## src/suk_pkg.sv

```systemverilog
`timescale 1ns / 1ps
`default_nettype none

package suk_pkg;

  localparam int CAPACITY  = 64;
  localparam int IDX_W     = $clog2(CAPACITY);
  localparam int CNT_W     = $clog2(CAPACITY + 1);
  localparam int KEY_W     = 31;
  localparam int GRP_W     = 22;
  localparam int ACT_W     = 3;
  localparam int STAT_W    = 4;
  localparam int GROUP_DIV = 1000;
  localparam int LO_W      = GRP_W + 10;
  localparam int HI_W      = LO_W + 1;

  localparam logic [ACT_W-1:0] ACT_INSERT   = 3'd0;
  localparam logic [ACT_W-1:0] ACT_DELETE   = 3'd1;
  localparam logic [ACT_W-1:0] ACT_SEARCH   = 3'd2;
  localparam logic [ACT_W-1:0] ACT_LIST_GRP = 3'd3;
  localparam logic [ACT_W-1:0] ACT_LIST_ALL = 3'd4;

  localparam logic [STAT_W-1:0] ST_INSERTED  = 4'd0;
  localparam logic [STAT_W-1:0] ST_DUPLICATE = 4'd1;
  localparam logic [STAT_W-1:0] ST_FULL      = 4'd2;
  localparam logic [STAT_W-1:0] ST_DELETED   = 4'd3;
  localparam logic [STAT_W-1:0] ST_ABSENT    = 4'd4;
  localparam logic [STAT_W-1:0] ST_FOUND     = 4'd5;
  localparam logic [STAT_W-1:0] ST_NOT_FOUND = 4'd6;
  localparam logic [STAT_W-1:0] ST_LISTED    = 4'd7;
  localparam logic [STAT_W-1:0] ST_EMPTY     = 4'd8;

  typedef enum logic [2:0] {
    S_IDLE = 3'b001,
    S_PREP = 3'b010,
    S_SCAN = 3'b100
  } state_t;

endpackage

`default_nettype wire

```

## src/suk_ram.sv

```systemverilog
`timescale 1ns / 1ps
`default_nettype none

module suk_ram #(
  parameter int WIDTH = 31,
  parameter int DEPTH = 64
) (
  input  wire logic                     clk,
  input  wire logic                     we,
  input  wire logic [$clog2(DEPTH)-1:0] waddr,
  input  wire logic [WIDTH-1:0]         wdata,
  input  wire logic                     re,
  input  wire logic [$clog2(DEPTH)-1:0] raddr,
  output logic      [WIDTH-1:0]         rdata
);

  logic [WIDTH-1:0] mem [DEPTH];

  always_ff @(posedge clk) begin
    if (we) begin
      mem[waddr] <= wdata;
    end
    if (re) begin
      rdata <= mem[raddr];
    end
  end

endmodule

`default_nettype wire

```

## src/sorted_unique_key_table.sv

```systemverilog
`timescale 1ns / 1ps
`default_nettype none

// Every action is one forward pass over the held keys through a single RAM read port,
// one entry per cycle while the result channel does not stall; insert and delete shift
// entries during the same pass. Search, duplicate, full and absent results may end the
// pass early, before all held keys are read.
// in_stall is high from acceptance until the pass ends. Unknown actions give no result.
// Reset (synchronous, rst_n low) empties the table at once; stored keys stay undefined.

module sorted_unique_key_table
  import suk_pkg::*;
(
  input  wire logic              clk,
  input  wire logic              rst_n,
  input  wire logic              in_valid,
  output logic                   in_stall,
  input  wire logic [ACT_W-1:0]  in_action,
  input  wire logic [KEY_W-1:0]  in_key,
  input  wire logic [GRP_W-1:0]  in_group,
  output logic                   out_valid,
  input  wire logic              out_stall,
  output logic [STAT_W-1:0]      out_status,
  output logic [KEY_W-1:0]       out_key_out,
  output logic [CNT_W-1:0]       out_entry_count,
  output logic                   out_last
);

  state_t             state_r, state_nxt;
  logic [CNT_W-1:0]   cnt_r, cnt_nxt;
  logic [CNT_W-1:0]   rd_idx_r, rd_idx_nxt;
  logic [IDX_W-1:0]   pr_idx_r, pr_idx_nxt;
  logic               dv_r, dv_nxt;
  logic               mode_r, mode_nxt;
  logic               pend_r, pend_nxt;
  logic               out_valid_r, out_valid_nxt;
  logic [ACT_W-1:0]   act_r, act_nxt;
  logic [KEY_W-1:0]   key_r, key_nxt;
  logic [LO_W-1:0]    lo_r, lo_nxt;
  logic [HI_W-1:0]    hi_r, hi_nxt;
  logic [KEY_W-1:0]   carry_r, carry_nxt;
  logic [KEY_W-1:0]   pend_key_r, pend_key_nxt;
  logic [STAT_W-1:0]  status_r, status_nxt;
  logic [KEY_W-1:0]   okey_r, okey_nxt;
  logic [CNT_W-1:0]   ocnt_r, ocnt_nxt;
  logic               olast_r, olast_nxt;

  logic               ram_we, ram_re;
  logic [IDX_W-1:0]   ram_waddr;
  logic [KEY_W-1:0]   ram_wdata, ram_rdata;

  logic               step_en, at_end, is_full, eq, gt, in_grp, match;
  logic               emit;
  logic [STAT_W-1:0]  em_status;
  logic [KEY_W-1:0]   em_key;
  logic [CNT_W-1:0]   em_count;
  logic               em_last;

  suk_ram #(.WIDTH(KEY_W), .DEPTH(CAPACITY)) u_ram (
    .clk   (clk),
    .we    (ram_we),
    .waddr (ram_waddr),
    .wdata (ram_wdata),
    .re    (ram_re),
    .raddr (rd_idx_r[IDX_W-1:0]),
    .rdata (ram_rdata)
  );

  assign step_en = !out_valid_r || !out_stall;
  assign at_end  = !dv_r && (rd_idx_r >= cnt_r);
  assign is_full = (cnt_r == CNT_W'(CAPACITY));
  assign eq      = (ram_rdata == key_r);
  assign gt      = (ram_rdata > key_r);
  assign in_grp  = ({{(HI_W-KEY_W){1'b0}}, ram_rdata} >= {1'b0, lo_r})
                && ({{(HI_W-KEY_W){1'b0}}, ram_rdata} < hi_r);
  assign match   = (act_r == ACT_LIST_ALL) || in_grp;

  always_comb begin
    state_nxt    = state_r;
    cnt_nxt      = cnt_r;
    rd_idx_nxt   = rd_idx_r;
    pr_idx_nxt   = pr_idx_r;
    dv_nxt       = dv_r;
    mode_nxt     = mode_r;
    pend_nxt     = pend_r;
    act_nxt      = act_r;
    key_nxt      = key_r;
    lo_nxt       = lo_r;
    hi_nxt       = hi_r;
    carry_nxt    = carry_r;
    pend_key_nxt = pend_key_r;
    ram_we       = 1'b0;
    ram_waddr    = pr_idx_r;
    ram_wdata    = carry_r;
    ram_re       = 1'b0;
    emit         = 1'b0;
    em_status    = ST_EMPTY;
    em_key       = key_r;
    em_count     = cnt_r;
    em_last      = 1'b1;

    case (state_r)
      S_IDLE: begin
        if (in_valid) begin
          act_nxt = in_action;
          key_nxt = in_key;
          lo_nxt  = LO_W'(in_group) * LO_W'(GROUP_DIV);
          if (in_action inside {ACT_INSERT, ACT_DELETE, ACT_SEARCH,
                                ACT_LIST_GRP, ACT_LIST_ALL}) begin
            state_nxt = S_PREP;
          end
        end
      end
      S_PREP: begin
        hi_nxt     = {1'b0, lo_r} + HI_W'(GROUP_DIV);
        rd_idx_nxt = '0;
        dv_nxt     = 1'b0;
        mode_nxt   = 1'b0;
        pend_nxt   = 1'b0;
        state_nxt  = S_SCAN;
      end
      S_SCAN: begin
        if (step_en) begin
          ram_re = (rd_idx_r < cnt_r);
          dv_nxt = ram_re;
          if (ram_re) begin
            rd_idx_nxt = rd_idx_r + CNT_W'(1);
            pr_idx_nxt = rd_idx_r[IDX_W-1:0];
          end
          if (dv_r) begin
            case (act_r)
              ACT_INSERT: begin
                if (mode_r) begin
                  // ripple: drop the carried key here, pick up the one displaced
                  ram_we    = 1'b1;
                  carry_nxt = ram_rdata;
                end else if (eq) begin
                  emit      = 1'b1;
                  em_status = ST_DUPLICATE;
                  state_nxt = S_IDLE;
                end else if (gt) begin
                  if (is_full) begin
                    emit      = 1'b1;
                    em_status = ST_FULL;
                    state_nxt = S_IDLE;
                  end else begin
                    ram_we    = 1'b1;
                    ram_wdata = key_r;
                    carry_nxt = ram_rdata;
                    mode_nxt  = 1'b1;
                  end
                end
              end
              ACT_DELETE: begin
                if (mode_r) begin
                  ram_we    = 1'b1;
                  ram_waddr = pr_idx_r - IDX_W'(1);
                  ram_wdata = ram_rdata;
                end else if (eq) begin
                  mode_nxt = 1'b1;
                end else if (gt) begin
                  emit      = 1'b1;
                  em_status = ST_ABSENT;
                  state_nxt = S_IDLE;
                end
              end
              ACT_SEARCH: begin
                if (eq || gt) begin
                  emit      = 1'b1;
                  em_status = eq ? ST_FOUND : ST_NOT_FOUND;
                  state_nxt = S_IDLE;
                end
              end
              default: begin
                // hold one match back so the final one can carry last
                if (match) begin
                  if (pend_r) begin
                    emit      = 1'b1;
                    em_status = ST_LISTED;
                    em_key    = pend_key_r;
                    em_last   = 1'b0;
                  end
                  pend_nxt     = 1'b1;
                  pend_key_nxt = ram_rdata;
                end
              end
            endcase
          end else if (at_end) begin
            state_nxt = S_IDLE;
            emit      = 1'b1;
            case (act_r)
              ACT_INSERT: begin
                if (!mode_r && is_full) begin
                  em_status = ST_FULL;
                end else begin
                  ram_we    = 1'b1;
                  ram_waddr = cnt_r[IDX_W-1:0];
                  ram_wdata = mode_r ? carry_r : key_r;
                  cnt_nxt   = cnt_r + CNT_W'(1);
                  em_status = ST_INSERTED;
                  em_count  = cnt_r + CNT_W'(1);
                end
              end
              ACT_DELETE: begin
                if (mode_r) begin
                  cnt_nxt   = cnt_r - CNT_W'(1);
                  em_status = ST_DELETED;
                  em_count  = cnt_r - CNT_W'(1);
                end else begin
                  em_status = ST_ABSENT;
                end
              end
              ACT_SEARCH: begin
                em_status = ST_NOT_FOUND;
              end
              default: begin
                if (pend_r) begin
                  em_status = ST_LISTED;
                  em_key    = pend_key_r;
                end else begin
                  em_status = ST_EMPTY;
                  em_key    = '0;
                end
              end
            endcase
          end
        end
      end
      default: begin
        state_nxt = S_IDLE;
      end
    endcase
  end

  always_comb begin
    out_valid_nxt = out_valid_r;
    status_nxt    = status_r;
    okey_nxt      = okey_r;
    ocnt_nxt      = ocnt_r;
    olast_nxt     = olast_r;
    if (emit) begin
      out_valid_nxt = 1'b1;
      status_nxt    = em_status;
      okey_nxt      = em_key;
      ocnt_nxt      = em_count;
      olast_nxt     = em_last;
    end else if (!out_stall) begin
      out_valid_nxt = 1'b0;
    end
  end

  always_ff @(posedge clk) begin
    if (!rst_n) begin
      state_r     <= S_IDLE;
      cnt_r       <= '0;
      rd_idx_r    <= '0;
      dv_r        <= 1'b0;
      mode_r      <= 1'b0;
      pend_r      <= 1'b0;
      out_valid_r <= 1'b0;
    end else begin
      state_r     <= state_nxt;
      cnt_r       <= cnt_nxt;
      rd_idx_r    <= rd_idx_nxt;
      dv_r        <= dv_nxt;
      mode_r      <= mode_nxt;
      pend_r      <= pend_nxt;
      out_valid_r <= out_valid_nxt;
    end
  end

  always_ff @(posedge clk) begin
    pr_idx_r   <= pr_idx_nxt;
    act_r      <= act_nxt;
    key_r      <= key_nxt;
    lo_r       <= lo_nxt;
    hi_r       <= hi_nxt;
    carry_r    <= carry_nxt;
    pend_key_r <= pend_key_nxt;
    status_r   <= status_nxt;
    okey_r     <= okey_nxt;
    ocnt_r     <= ocnt_nxt;
    olast_r    <= olast_nxt;
  end

  assign in_stall        = (state_r != S_IDLE);
  assign out_valid       = out_valid_r;
  assign out_status      = status_r;
  assign out_key_out     = okey_r;
  assign out_entry_count = ocnt_r;
  assign out_last        = olast_r;

  a_cnt_bound: assert property (@(posedge clk) disable iff (!rst_n)
    cnt_r <= CNT_W'(CAPACITY))
    else $error("held count beyond capacity");

  a_we_in_scan: assert property (@(posedge clk) disable iff (!rst_n)
    ram_we |-> (state_r == S_SCAN) && step_en)
    else $error("table write outside a scan step");

  a_cnt_change: assert property (@(posedge clk) disable iff (!rst_n)
    !$stable(cnt_r) |-> out_valid_r && (out_entry_count == cnt_r)
      && (out_status == ST_INSERTED || out_status == ST_DELETED))
    else $error("held count changed without an insert or delete result");

  a_not_last_listed: assert property (@(posedge clk) disable iff (!rst_n)
    (out_valid_r && !olast_r) |-> (status_r == ST_LISTED))
    else $error("non-final result that is not a listed key");

  a_pend_list: assert property (@(posedge clk) disable iff (!rst_n)
    (pend_r && state_r == S_SCAN) |-> (act_r == ACT_LIST_GRP || act_r == ACT_LIST_ALL))
    else $error("pending listed key outside a listing");

endmodule

`default_nettype wire
```

## config.mk

```make
export PLATFORM = sky130hd
export DESIGN_NAME = sorted_unique_key_table
export DESIGN_NICKNAME = d
export VERILOG_FILES = /design/src/suk_pkg.sv /design/src/suk_ram.sv /design/src/sorted_unique_key_table.sv
export SDC_FILE = /design/constraint.sdc
export NUM_CORES = 2
export LEC_CHECK = 0
export ABC_AREA = 1
export BUFFER_PORTS_ARGS = -buffer_cell sky130_fd_sc_hd__buf_2
export CORE_ASPECT_RATIO = 1.5
export CORE_UTILIZATION = 49
export CTS_CLUSTER_DIAMETER = 200
export DETAILED_ROUTE_END_ITERATION = 8
export SLEW_MARGIN = 10
export SYNTH_ARGS = -nofsm -noshare
export SYNTH_HDL_FRONTEND = slang
export SYNTH_HIERARCHICAL = 1
export SYNTH_SLANG_ARGS = --single-unit
export TNS_END_PERCENT = 20
```

## constraint.sdc

```tcl
create_clock -name clk -period 7.43 [get_ports clk]
set_input_delay 0.3715 -clock clk [delete_from_list [all_inputs] [get_ports clk]]
set_output_delay 0.3715 -clock clk [all_outputs]
set_load 0.005 [all_outputs]
```

==> impl_metrics.yaml <==
logic_synthesis:
  syn_avg_cell_area_um2: 10.98
  ys_warn_count: 6
  synth_nets: 9411
  synthCells: 9110
  synth.distinct_cells: 54
  syn_area_um2: 100000
  async_flop_share_pct: 0
  synth.ff_latch_count: 2240
  yosysSeqAreaShare_pct: 67.04
  synthFlopType: "edfxtp_1"
  synth_edf_count: 2219
timing:
  setup_viol_count_final: 0
  worst_pin_slew_ps: 1221
  slew_viol_final: 0
  post-route-period-util_pct: 73.64
  fin_ws_ps: 1958
  setup_tns_ps: 0
  min_period_ps: 5472
  hold_violations: 0
  fmax_mhz: 182.8
  relSlewSlack_pct: 18.42
  finClkSkew_ps: 68.01
  rsz0062_at_grt: "false"
clock_network:
  cts_max_path_buffers: 4
  clkSlewWorstSetupHoldPaths_ps: 60
  cts_buffers: 210
  root_buffer: "clkbuf_16"
  h-tree-depth: 4
  post_cts_resized: 0
  worstSkewPairLatency_ps: 880
  clock-sinks: 2240
  cts_tree: "built"
  post_cts_buffers: 0
floorplanning:
  rows: 202
  die_x_um: 370.9
  io_pins: 105
  die_area_um2: 206000
  core_um2: 202400
  initial_core_util_pct: 49.40
  die_h_um: 555.3
critical_path:
  worstPathRequired_ps: 7910
  start_kind: "flip-flop"
  end_kind: "flip-flop"
  r2r_cells: 18
  worst-path-max-fanout: 31
  crit_type: "flip-flop to flip-flop"
  cp.arrival_ps: 5960
grt:
  grt_pass1_vias: 66232
  grt_pass1_wl_mm: 450.7
  track_usage_pct: 29.84
  antenna_found_initial: 14
  grt_overflow: 0
  grt_max_degree: 179
cells_and_area:
  fillers: 17184
  area_growth_pct: 10.45
  nets: 9421
  register_area_um2: 67070
  drive_gt1_share_pct: 7.751
  multi_input_area_um2: 29640
pwr:
  p_leak_nw: 40.66
  vdd_drop_max_mv: 0.2124
  power.density_nw_per_um2: 289.4
placement:
  portBuffers: 104
  dp_hpwl_mm: 185.2
  gp_congestion: 1.009
  post-place-ws_ps: 2086
detailed_routing:
  via_per_inst: 5.904
  vias: 70435
  drt_first_pass_iters: 9
  antenna_left: 0
  route.detailed.drc: 0
  routed_wl_mm: 310.6
  dr.first_iter.drc_count: 9007
  wl_per_cell_um: 26.03
flow_run:
  maxCapViolCount: 0
worst_hold_path:
  hp-class: "input port to flip-flop"
  hold_depth: 3
run_status:
  run_status: "finished, final reports clean"
==> per-layer routing <==
| layer | track usage, % | vias up | part of all wire, % | routed length, µm |
|---|---|---|---|---|
| met5 | 0 | - | 0.015 | 47 |
| met4 | 19.69 | 8 | 7.7 | 23930 |
| met3 | 4.039 | 729 | 8.2 | 25420 |
| met2 | 45.88 | 3561 | 45 | 141300 |
| met1 | 39.68 | 34453 | 39 | 119900 |
| li1 | - | 31684 | - | - |
==> area by class of cell <==
| class | count | share of cell area (%) |
|---|---|---|
| Inverter | 385 | 1.333 |
| Tap cell | 2652 | 3.004 |
| Sequential cell | 2240 | 60.71 |
| Clock buffer | 260 | 4.985 |
| Timing Repair Buffer | 325 | 2.358 |
| Multi-Input combinational cell | 5958 | 26.83 |
| Antenna cell | 2 | 0.004530 |
| Clock inverter | 108 | 0.7702 |
==> synthesized netlist by cell type (31+ instances only) <==
cell type  instances  area [µm²]
fa_1              78        1562
clkbuf_1         116       435.4
nand2_1         3074       11540
a21oi_1          267        1336
nand3_1         1781        8914
ha_1             163        2039
buf_4             70       525.5
o21ai_0          139       695.7
nor2_1           174       653.1
xor2_1            42       367.9
inv_1            371        1393
buf_1             77       289.0
nand4_1           51       319.1
buf_2            256        1281
edfxtp_1        2219       66630
a221oi_1          31       271.5
==> registers in the layout (all words and copies together), names as in the netlist, 3 cells and up <==
register / count
act_r: 3
carry_r: 31
cnt_r: 7
hi_r: 30
key_r: 31
lo_r: 29
out_entry_count: 7
out_key_out: 31
out_status: 4
pend_key_r: 31
pr_idx_r: 6
rd_idx_r: 7
state_r: 3
u_ram/mem: 1984
u_ram/rdata: 31
==> cell families after synthesis <==
group,count (synthesis),share of synthesized area [%]
buffers and inverters,912,4.062
XOR/XNOR,53,0.4641
flip-flops,2240,67.04
AO/OA/AOI/OAI,511,2.846
AND/OR/NAND/NOR,5153,21.98
adder cells (fa/ha/maj),241,3.600
==> path summary, 6_finish.rpt <==
kind / from / endpoint / slack [ps]
setup / recovery: u_ram/rdata[10] / u_ram/mem[3][13] / 1960
hold reg to reg: cnt_r[6] / cnt_r[6] / 500
hold / removal: in_group[3] / lo_r[6] / 70
setup reg to reg: u_ram/rdata[10] / u_ram/mem[3][13] / 1960
==> power breakdown <==
part | switching (mW) | total, mW | internal [mW]
combinational | 5.05 | 6.95 | 1.90
clock | 4.66 | 10.3 | 5.68
sequential | 0.234 | 14.7 | 14.5
total | 9.94 | 32.0 | 22.0
==> cells in the final DEF, fill, tap and decap left out, types with 7 or more instances in the layout <==
cell type and count:
a21boi_1 19, a21oi_1 267, a221oi_1 31, a22oi_1 7, buf_12 26, buf_2 104, buf_4 155, bufinv_16 13
clkbuf_1 47, clkbuf_16 213, clkinv_1 48, clkinv_2 39, dfxtp_1 15, dlygate4sd3_1 40, edfxtp_1 2219, fa_1 78
ha_1 163, inv_1 368, inv_2 11, nand2_1 3073, nand3_1 1781, nand4_1 51, nor2_1 78, nor2_2 10
nor2_4 96, nor3_1 23, nor3_2 15, o21ai_0 139, o21bai_1 7, xnor2_1 11, xor2_1 42
==> critical path, stage by stage (launching register included) <==
cell	delay, ps
edfxtp_1	500
ha_1	360
nand2_1	190
inv_1	140
nand3_1	70
nor3_1	190
nand2_1	80
nand2_1	110
nand2_1	80
nand2_2	70
nand2_1	140
nand2_1	130
nand3_1	120
nand2_1	110
nand2_1	50
a21oi_1	880
nand2_1	670
buf_4	410
nor2_4	800
==> stage by stage <==
step                utilization [%]  instance area (µm²)  hold WS [ps]  total power [mW]  std cells
global route                  54.57               110500         80.37             33.15      11929
floorplan                         -               100000         460.7             19.33       9110
finish                        54.57               110500         66.74             31.98      11930
global placement              51.23               103700         484.7             21.72      11520
CTS                           54.57               110500         29.04             32.03      11928
detailed placement            51.23               103700         493.3             21.78      11520
==> what timing repair did <==
action,4_1_cts,5_1_grt
setup endpoints to repair,0,0
hold buffers,40,0
hold endpoints to repair,53,0
(Power assumes the default switching activity.)
